[src/design/cltr_pkg.sv]
// ----------------------------------------------------------------------------
// cltr_pkg
// Shared types, constants and letter tables for the Cyrillic to Latin
// transliterator.
// ----------------------------------------------------------------------------
`default_nettype none

package cltr_pkg;

	localparam int CP_W    = 21;   // code point width
	localparam int TDATA_W = 24;   // code point padded to whole bytes
	localparam int LAT_W   = 10;   // widest Latin output in the table is U+0292
	localparam int MAX_RES = 4;    // results one item can cause
	localparam int CNT_W   = 3;    // holds 0..MAX_RES
	localparam int IDX_W   = 2;    // indexes 0..MAX_RES-1

	localparam logic [CP_W-1:0] APOSTROPHE = 21'h00027;
	localparam logic [CP_W-1:0] SOFT_SIGN  = 21'h0044C;
	localparam logic [CP_W-1:0] CARON      = 21'h0030C;

	typedef enum logic [1:0] {
		CLS_CONS  = 2'd0,
		CLS_VOWEL = 2'd1,
		CLS_IOT   = 2'd2
	} cls_t;

	typedef struct packed {
		logic             found;
		cls_t             cls;
		logic [LAT_W-1:0] first;
		logic [LAT_W-1:0] second;
	} letter_t;

	// everything the translation stage hands to the result buffer
	typedef struct packed {
		logic [CNT_W-1:0]               count;
		logic [MAX_RES-1:0][CP_W-1:0]   cps;
		logic                           next_valid;
		logic [CP_W-1:0]                next_letter;
	} xlat_res_t;

	function automatic logic [CP_W-1:0] to_lower(input logic [CP_W-1:0] c);
		logic [CP_W-1:0] r;
		r = c;
		if (c >= 21'h00410 && c <= 21'h0042F)
			r = c + 21'h00020;
		else if (c >= 21'h00400 && c <= 21'h0040F)
			r = c + 21'h00050;
		else if (c == 21'h00490)
			r = 21'h00491;
		return r;
	endfunction

	function automatic logic [LAT_W-1:0] latin_upper(input logic [LAT_W-1:0] c);
		logic [LAT_W-1:0] r;
		r = c;
		if (c >= 10'h061 && c <= 10'h07A)
			r = c - 10'h020;
		else if (c == 10'h15B)
			r = 10'h15A;
		else if (c == 10'h107)
			r = 10'h106;
		else if (c == 10'h292)
			r = 10'h1B7;
		return r;
	endfunction

	function automatic letter_t mk(input cls_t cls, input logic [LAT_W-1:0] a,
			input logic [LAT_W-1:0] b);
		letter_t r;
		r.found  = 1'b1;
		r.cls    = cls;
		r.first  = a;
		r.second = b;
		return r;
	endfunction

	// lookup on a lowercase code point
	function automatic letter_t letter_info(input logic [CP_W-1:0] lc);
		letter_t r;
		r = '0;
		case (lc)
			21'h00439: r = mk(CLS_CONS, 10'h06A, 10'h000);
			21'h00446: r = mk(CLS_CONS, 10'h063, 10'h000);
			21'h0043A: r = mk(CLS_CONS, 10'h06B, 10'h000);
			21'h0043D: r = mk(CLS_CONS, 10'h06E, 10'h000);
			21'h00433: r = mk(CLS_CONS, 10'h068, 10'h000);
			21'h00448: r = mk(CLS_CONS, 10'h15B, 10'h000);
			21'h00449: r = mk(CLS_CONS, 10'h15B, 10'h107);
			21'h00437: r = mk(CLS_CONS, 10'h07A, 10'h000);
			21'h00445: r = mk(CLS_CONS, 10'h078, 10'h000);
			21'h00444: r = mk(CLS_CONS, 10'h066, 10'h000);
			21'h00432: r = mk(CLS_CONS, 10'h076, 10'h000);
			21'h0043F: r = mk(CLS_CONS, 10'h070, 10'h000);
			21'h00440: r = mk(CLS_CONS, 10'h072, 10'h000);
			21'h0043B: r = mk(CLS_CONS, 10'h06C, 10'h000);
			21'h00434: r = mk(CLS_CONS, 10'h064, 10'h000);
			21'h00436: r = mk(CLS_CONS, 10'h292, 10'h000);
			21'h00447: r = mk(CLS_CONS, 10'h107, 10'h000);
			21'h00441: r = mk(CLS_CONS, 10'h073, 10'h000);
			21'h0043C: r = mk(CLS_CONS, 10'h06D, 10'h000);
			21'h00442: r = mk(CLS_CONS, 10'h074, 10'h000);
			21'h0044C: r = mk(CLS_CONS, 10'h000, 10'h000);
			21'h00431: r = mk(CLS_CONS, 10'h062, 10'h000);
			21'h00491: r = mk(CLS_CONS, 10'h067, 10'h000);
			21'h00456: r = mk(CLS_VOWEL, 10'h069, 10'h000);
			21'h00435: r = mk(CLS_VOWEL, 10'h065, 10'h000);
			21'h00430: r = mk(CLS_VOWEL, 10'h061, 10'h000);
			21'h00443: r = mk(CLS_VOWEL, 10'h075, 10'h000);
			21'h0043E: r = mk(CLS_VOWEL, 10'h06F, 10'h000);
			21'h00438: r = mk(CLS_VOWEL, 10'h079, 10'h000);
			21'h00457: r = mk(CLS_IOT, 10'h06A, 10'h069);
			21'h00454: r = mk(CLS_IOT, 10'h06A, 10'h065);
			21'h0044F: r = mk(CLS_IOT, 10'h06A, 10'h061);
			21'h0044E: r = mk(CLS_IOT, 10'h06A, 10'h075);
			default:   r = '0;
		endcase
		return r;
	endfunction

endpackage

`default_nettype wire

[src/design/cltr_xlat.sv]
// ----------------------------------------------------------------------------
// cltr_xlat
// Combinational translation of one item against the pending letter: builds
// the list of output code points and the next pending state.
// ----------------------------------------------------------------------------
`default_nettype none

module cltr_xlat (
	input  wire logic                     kind,
	input  wire logic [cltr_pkg::CP_W-1:0] code_point,
	input  wire logic                     pend_valid,
	input  wire logic [cltr_pkg::CP_W-1:0] pend_letter,
	output cltr_pkg::xlat_res_t           res
);
	import cltr_pkg::*;

	logic [CP_W-1:0]  p_lower;
	logic [CP_W-1:0]  c_lower;
	letter_t          pi;
	letter_t          ci;
	logic             p_up;
	logic             c_up;
	logic             tr_has;
	logic             tr_has2;
	logic [LAT_W-1:0] tr_a;
	logic             c_is_letter;
	logic             pair;
	logic [LAT_W-1:0] vowel;
	logic [CNT_W-1:0] n;

	always_comb begin
		p_lower = to_lower(pend_letter);
		c_lower = to_lower(code_point);
		pi      = letter_info(p_lower);
		ci      = letter_info(c_lower);
		p_up    = (p_lower != pend_letter);
		c_up    = (c_lower != code_point);

		// translation of the pending letter; soft sign and apostrophe give nothing
		tr_has  = pend_valid && pi.found && (pi.first != '0);
		tr_has2 = tr_has && (pi.second != '0);
		tr_a    = p_up ? latin_upper(pi.first) : pi.first;

		c_is_letter = (code_point == APOSTROPHE) || ci.found;
		pair = (code_point == APOSTROPHE) || (code_point == SOFT_SIGN) ||
			(ci.found && ci.cls == CLS_IOT && pi.found && pi.cls == CLS_CONS);
		vowel = c_up ? latin_upper(ci.second) : ci.second;

		n               = '0;
		res.cps         = '0;
		res.next_valid  = 1'b0;
		res.next_letter = '0;

		if (!kind && c_is_letter && !pend_valid) begin
			// first letter of a run is only held
			res.next_valid  = 1'b1;
			res.next_letter = code_point;
		end else begin
			if (tr_has) begin
				res.cps[n[IDX_W-1:0]] = CP_W'(tr_a);
				n = n + 3'd1;
			end
			if (tr_has2) begin
				res.cps[n[IDX_W-1:0]] = CP_W'(pi.second);
				n = n + 3'd1;
			end
			if (!kind) begin
				if (!c_is_letter) begin
					res.cps[n[IDX_W-1:0]] = code_point;
					n = n + 3'd1;
				end else if (pair) begin
					if (code_point != APOSTROPHE) begin
						res.cps[n[IDX_W-1:0]] = CARON;
						n = n + 3'd1;
					end
					if (ci.found && ci.cls == CLS_IOT) begin
						res.cps[n[IDX_W-1:0]] = CP_W'(vowel);
						n = n + 3'd1;
					end
				end else begin
					res.next_valid  = 1'b1;
					res.next_letter = code_point;
				end
			end
		end
		res.count = n;
	end

endmodule

`default_nettype wire

[src/design/cyrillic_to_latin_transliterator_unit.sv]
// ----------------------------------------------------------------------------
// cyrillic_to_latin_transliterator_unit
// Ukrainian Cyrillic to Latin transliteration of a code point stream.
// ----------------------------------------------------------------------------
// Each beat in is latched, translated against the one pending letter and the resulting
// zero to four code points are loaded into a four-entry result shift register that
// drains one beat per cycle while m_tready is high. An item that gives at most one
// result leaves room for the next in the following cycle, so the block takes one item
// per cycle on such text while the receiver is ready; an item that gives more results
// holds the output side until they drain, which is what bounds the rate. An item passes
// from the input register into the result shift register before its first result shows.
// Letters are held until the next item, so end-of-text (tuser set) flushes the last one.
`default_nettype none

module cyrillic_to_latin_transliterator_unit (
	input  wire logic                         clk,
	input  wire logic                         arst_n,
	input  wire logic                         s_tvalid,
	output logic                              s_tready,
	input  wire logic [cltr_pkg::TDATA_W-1:0] s_tdata,  // [20:0] code_point, [23:21] zero
	input  wire logic                         s_tuser,  // [0] kind: end of text
	output logic                              m_tvalid,
	input  wire logic                         m_tready,
	output logic [cltr_pkg::TDATA_W-1:0]      m_tdata,  // [20:0] out_code_point, [23:21] zero
	output logic                              m_tlast
);
	import cltr_pkg::*;

	logic                          valid_s1;
	logic                          kind_s1;
	logic [CP_W-1:0]               cp_s1;
	logic                          pend_valid_q;
	logic [CP_W-1:0]               pend_letter_q;
	logic [MAX_RES-1:0][CP_W-1:0]  res_cp_q;
	logic [CNT_W-1:0]              res_cnt_q;
	xlat_res_t                     xres;
	logic                          pop;
	logic                          load;

	cltr_xlat u_xlat (
		.kind        (kind_s1),
		.code_point  (cp_s1),
		.pend_valid  (pend_valid_q),
		.pend_letter (pend_letter_q),
		.res         (xres)
	);

	assign m_tvalid = (res_cnt_q != '0);
	assign pop      = m_tvalid && m_tready;
	// buffer free now or after its final beat goes this cycle
	assign load     = valid_s1 && ((res_cnt_q == '0) || (res_cnt_q == 3'd1 && m_tready));
	assign s_tready = !valid_s1 || load;
	assign m_tdata  = TDATA_W'(res_cp_q[0]);
	assign m_tlast  = (res_cnt_q == 3'd1);

	always_ff @(posedge clk or negedge arst_n) begin
		if (!arst_n) begin
			valid_s1 <= 1'b0;
		end else if (s_tvalid && s_tready) begin
			valid_s1 <= 1'b1;
		end else if (load) begin
			valid_s1 <= 1'b0;
		end
	end

	always_ff @(posedge clk) begin
		if (s_tvalid && s_tready) begin
			kind_s1 <= s_tuser;
			cp_s1   <= s_tdata[CP_W-1:0];
		end
	end

	always_ff @(posedge clk or negedge arst_n) begin
		if (!arst_n) begin
			pend_valid_q  <= 1'b0;
			pend_letter_q <= '0;
			res_cnt_q     <= '0;
		end else if (load) begin
			pend_valid_q  <= xres.next_valid;
			pend_letter_q <= xres.next_letter;
			res_cnt_q     <= xres.count;
		end else if (pop) begin
			res_cnt_q <= res_cnt_q - 3'd1;
		end
	end

	always_ff @(posedge clk) begin
		if (load) begin
			res_cp_q <= xres.cps;
		end else if (pop) begin
			res_cp_q <= {CP_W'(0), res_cp_q[MAX_RES-1:1]};
		end
	end

endmodule

`default_nettype wire

[config.mk]
export PLATFORM = sky130hd
export DESIGN_NAME = cyrillic_to_latin_transliterator_unit
export DESIGN_NICKNAME = d
export VERILOG_FILES = /design/src/design/cltr_pkg.sv /design/src/design/cltr_xlat.sv /design/src/design/cyrillic_to_latin_transliterator_unit.sv
export SDC_FILE = /design/constraint.sdc
export NUM_CORES = 1
export LEC_CHECK = 0
export ABC_AREA = 1
export BUFFER_PORTS_ARGS = -buffer_cell sky130_fd_sc_hd__buf_2
export CAP_MARGIN = 20
export CORE_MARGIN = 2
export CORE_UTILIZATION = 55
export DETAILED_ROUTE_END_ITERATION = 12
export GPL_TIMING_DRIVEN = 0
export PLACE_DENSITY = 0.7
export SYNTH_ARGS = -nofsm -noshare
export SYNTH_HDL_FRONTEND = slang
export SYNTH_SLANG_ARGS = --single-unit
[constraint.sdc]
create_clock -name clk -period 4.9 [get_ports clk]
set_input_delay 0.98 -clock clk [delete_from_list [all_inputs] [get_ports clk]]
set_output_delay 0.98 -clock clk [all_outputs]
set_load 0.01 [all_outputs]
==> summary.md <==
| Metric | Value |
|---|---|
| Status | finished clean |
| Clock Tree Root | clkbuf_16 |
| Die span in x | 132 um |
| WP data arrival | 4.80 ns |
| Post-layout util | around 66% |
| Final hold slack | between 0.5 and 0.6 ns |
| CTS Sinks | 132 |
| Pwr dens | 389 nW/um2 |
| Final setup vio count | 0 |
| Top Ports | 56 |
| Ys flop type | edfxtp_1 |
| Crit path depth | 30 |
| Worst slew pin tran | 0.974 ns |
| Synth area leaders | edfxtp_1 (35%), nand2_1 (12%), dfrtp_1 (7.2%), nand3_1 (5.7%), nor2_1 (5.4%) |
| Worst-case clock buffer depth | 2 |
| Mapped cell area | 9030 um2 |
| CTS tree | done |
| Row count | 46 |
| Post-synth EDFFs | 106 |
| Detail-routed via count per cell | between 5 and 6 |
| Synthesized flop and latch total | ~130 |
| Synth top cells by count | nand2_1 (292), nor2_1 (131), inv_1 (125) |
| Max-capacitance violation count | 0 |
| Period utilization | 94.5% |
| Cells after DPL | 1450 |
| Die Height | 132 um |
| Crit path launch | pend_letter_q[1]$_DFFE_PN0P_ |
| Critical path type | reg2reg |
| Dpl hpwl | 18500 um |
| Cell repeated most along the worst path | nand2_1 |
| Vias in the first global route | 7486 |
| Hold/Removal Path Class | reg2reg |
| Crit path largest cell delay | 0.47 ns |
| Startpoint class of the critical path | flip-flop |
| Crit path capture type | flip-flop |
| Post-synthesis cell type count | 56 |
| Nets | 1319 |
| FF-to-FF Start | pend_letter_q[1]$_DFFE_PN0P_ |
| Area growth from synthesis to layout | 15.9% |
| Synth area leader | edfxtp_1 |
| Final wirelength | 24600 um |
| Worst skew pair latency | ~0.44 ns |
| Slowest CP cell | dfrtp_1 |
| Hold Path Depth | 2 |
| First-pass GRT wire length | 39000 um |
| Router iterations before antenna repair | 5 |
| WP buf/inv | 5 |
| Synth Instances | 1168 |
| Slew headroom | 34.5% |
| Design Power | 0.00407 W |
| Ys Warns | 0 |
| Post-Syn Area per Cell | around 7.7 um2 |
| Antenna violations before repair | 1 |
| Core ar. | between 15000 and 20000 um2 |
| # DRC | 0 |
| WL/cell | 16.4 um |
| GP Congestion | roughly 1.0 |
| Final Hold Vio Count | 0 |
| Post-synth top area share | about a third |
| Worst hold start | pend_letter_q[17]$_DFFE_PN0P_ |
| Max Fclk | 0.216 GHz |
| Crit-path leading delay family | simple AND/OR/NAND/NOR gates |
| Crit-path max FO | 10 |
| Aggregate global routing overflow | 0 |
| DIE AREA | 17500 um2 |
| Clk_skew | about 0.016 ns |
| Initial DRC Count | 1028 |
| Non-Filler Instances | 1495 |
| Most frequent cell after synthesis | nand2_1 |
| Clock H-tree levels | 4 |
| Share of cells above drive strength 1 | a little under a fifth |
| Port bufs | between 40 and 50 |
| CTS Buf Count | 17 |
| Worst EP required | 5.07 ns |
| Asr flop ratio synth | 19.7% |
| Cells on worst reg2reg path | 30 |
| Largest net degree at the start of global routing | 49 |
| Setup_tns | 0 ns |
| Final ANT Viol Nets | 0 |
| Via count | between 8000 and 9000 |
| Seq/Total Area, Yosys | a little over two fifths |
| Slew Limit Fails | 0 |
| Total Routing Usage GR | 28.6% |
| Lkg Pwr | approximately 5 nW |
| Final worst path period need | 4.63 ns |
| Worst vdd ir | roughly 0.39 mV |
| Diode count | 0 |
| Initial Utilization | 56.6% |
| Clock slew at reported path FFs | 0.07 ns |
[path summary, 6_finish.rpt]
check | to | slack [ns]
max | res_cp_q[30]$_DFFE_PP_ | 0.27
min | pend_letter_q[17]$_DFFE_PN0P_ | 0.51
max reg2reg | res_cp_q[30]$_DFFE_PP_ | 0.27
min reg2reg | pend_letter_q[17]$_DFFE_PN0P_ | 0.51
max in group asynchronous | pend_letter_q[5]$_DFFE_PN0P_ | 3.97
min in group asynchronous | pend_letter_q[14]$_DFFE_PN0P_ | 0.53
[layer usage]
layer | global-route usage (%) | share of wire (%) | vias to the layer above
met5 | 0 | 0 | -
met2 | 43.2 | 44 | 360
met1 | 42.2 | 46 | 3797
met3 | 4.69 | 7.7 | 49
met4 | 9.30 | 2.5 | 0
li1 | - | - | 4091
[flip-flops by register name (all words and copies together), names as in the netlist]
signal         count
pend_letter_q     21
kind_s1            1
valid_s1           1
cp_s1             21
pend_valid_q       1
res_cnt_q          3
m_tdata           21
res_cp_q          63
[kinds of logic after synthesis]
group / Yosys count / synth area share [%]
compound gates: 157 / 10.2
other cells: 1 / 0.0415
flops: 132 / 42.5
simple gates: 653 / 33.8
buf+inv: 196 / 9.69
fa+ha+maj: 24 / 3.33
xor+xnor: 5 / 0.485
[report_power, final]
| part | internal [W] | total [W] | switching (W) |
|---|---|---|---|
| clock network | 0.000731 | 0.00131 | 0.000576 |
| logic | 0.000374 | 0.00105 | 0.000675 |
| registers | 0.00160 | 0.00172 | 0.000120 |
| total | 0.00270 | 0.00407 | 0.00137 |
[worst register-to-register path: cells and delay by family, from the launching register on]
kind	cells	cell delay, ns
DFF	1	0.47
buffers and inverters	5	0.55
adders and majority gates	2	0.46
and+or+nand+nor	19	2.18
AOI/OAI and AO/OA	4	0.69
[cell usage in the layout (no fill, tap or decap), drive strengths merged, types with 2 or more instances in the layout]
cell type | synthesis | final
nand2 | 312 | 312
nor2 | 157 | 157
inv | 142 | 149
nand3 | 110 | 110
edfxtp | 106 | 106
buf | 38 | 101
o21ai | 92 | 92
nand4 | 37 | 37
clkbuf | 11 | 28
dfrtp | 26 | 26
ha | 24 | 24
a21oi | 22 | 22
nor3 | 17 | 17
conb | 1 | 16
o22ai | 13 | 13
nor4 | 11 | 11
o31ai | 7 | 7
clkinvlp | 0 | 6
clkinv | 5 | 6
o211ai | 5 | 5
xor2 | 4 | 4
nand3b | 3 | 3
o2111ai | 3 | 3
a22o | 3 | 3
o221ai | 3 | 3
a21boi | 3 | 3
or2 | 3 | 3
and3 | 2 | 2
a22oi | 2 | 2
[timing repair]
action	CTS	global route
pin swaps	0	8
buffers inserted	0	13
hold buffers	0	0
endpoints found under the setup margin	6	30
resized for setup	3	37
[through the flow]
| stage | area (um2) | setup slack, ns |
|---|---|---|
| 2_1_floorplan | 9090 | 0.773 |
| 3_3_place_gp | 9600 | -0.115 |
| 3_5_place_dp | 9630 | -0.150 |
| 4_1_cts | 10200 | 0.00374 |
| 5_1_grt | 10500 | -0.0260 |
| 6_report | 10500 | 0.270 |
[area by class of cell]
type | instances | area [um2]
clock buffers | 17 | 425
fillers | 1406 | 5480
multi-input cells | 855 | 4470
repair buffers | 64 | 373
plain buffers | 49 | 325
clock inverters | 15 | 184
well taps | 216 | 270
inverters | 147 | 579
flip-flops and latches | 132 | 3840
No activity file was read; power rests on OpenSTA's default activity.
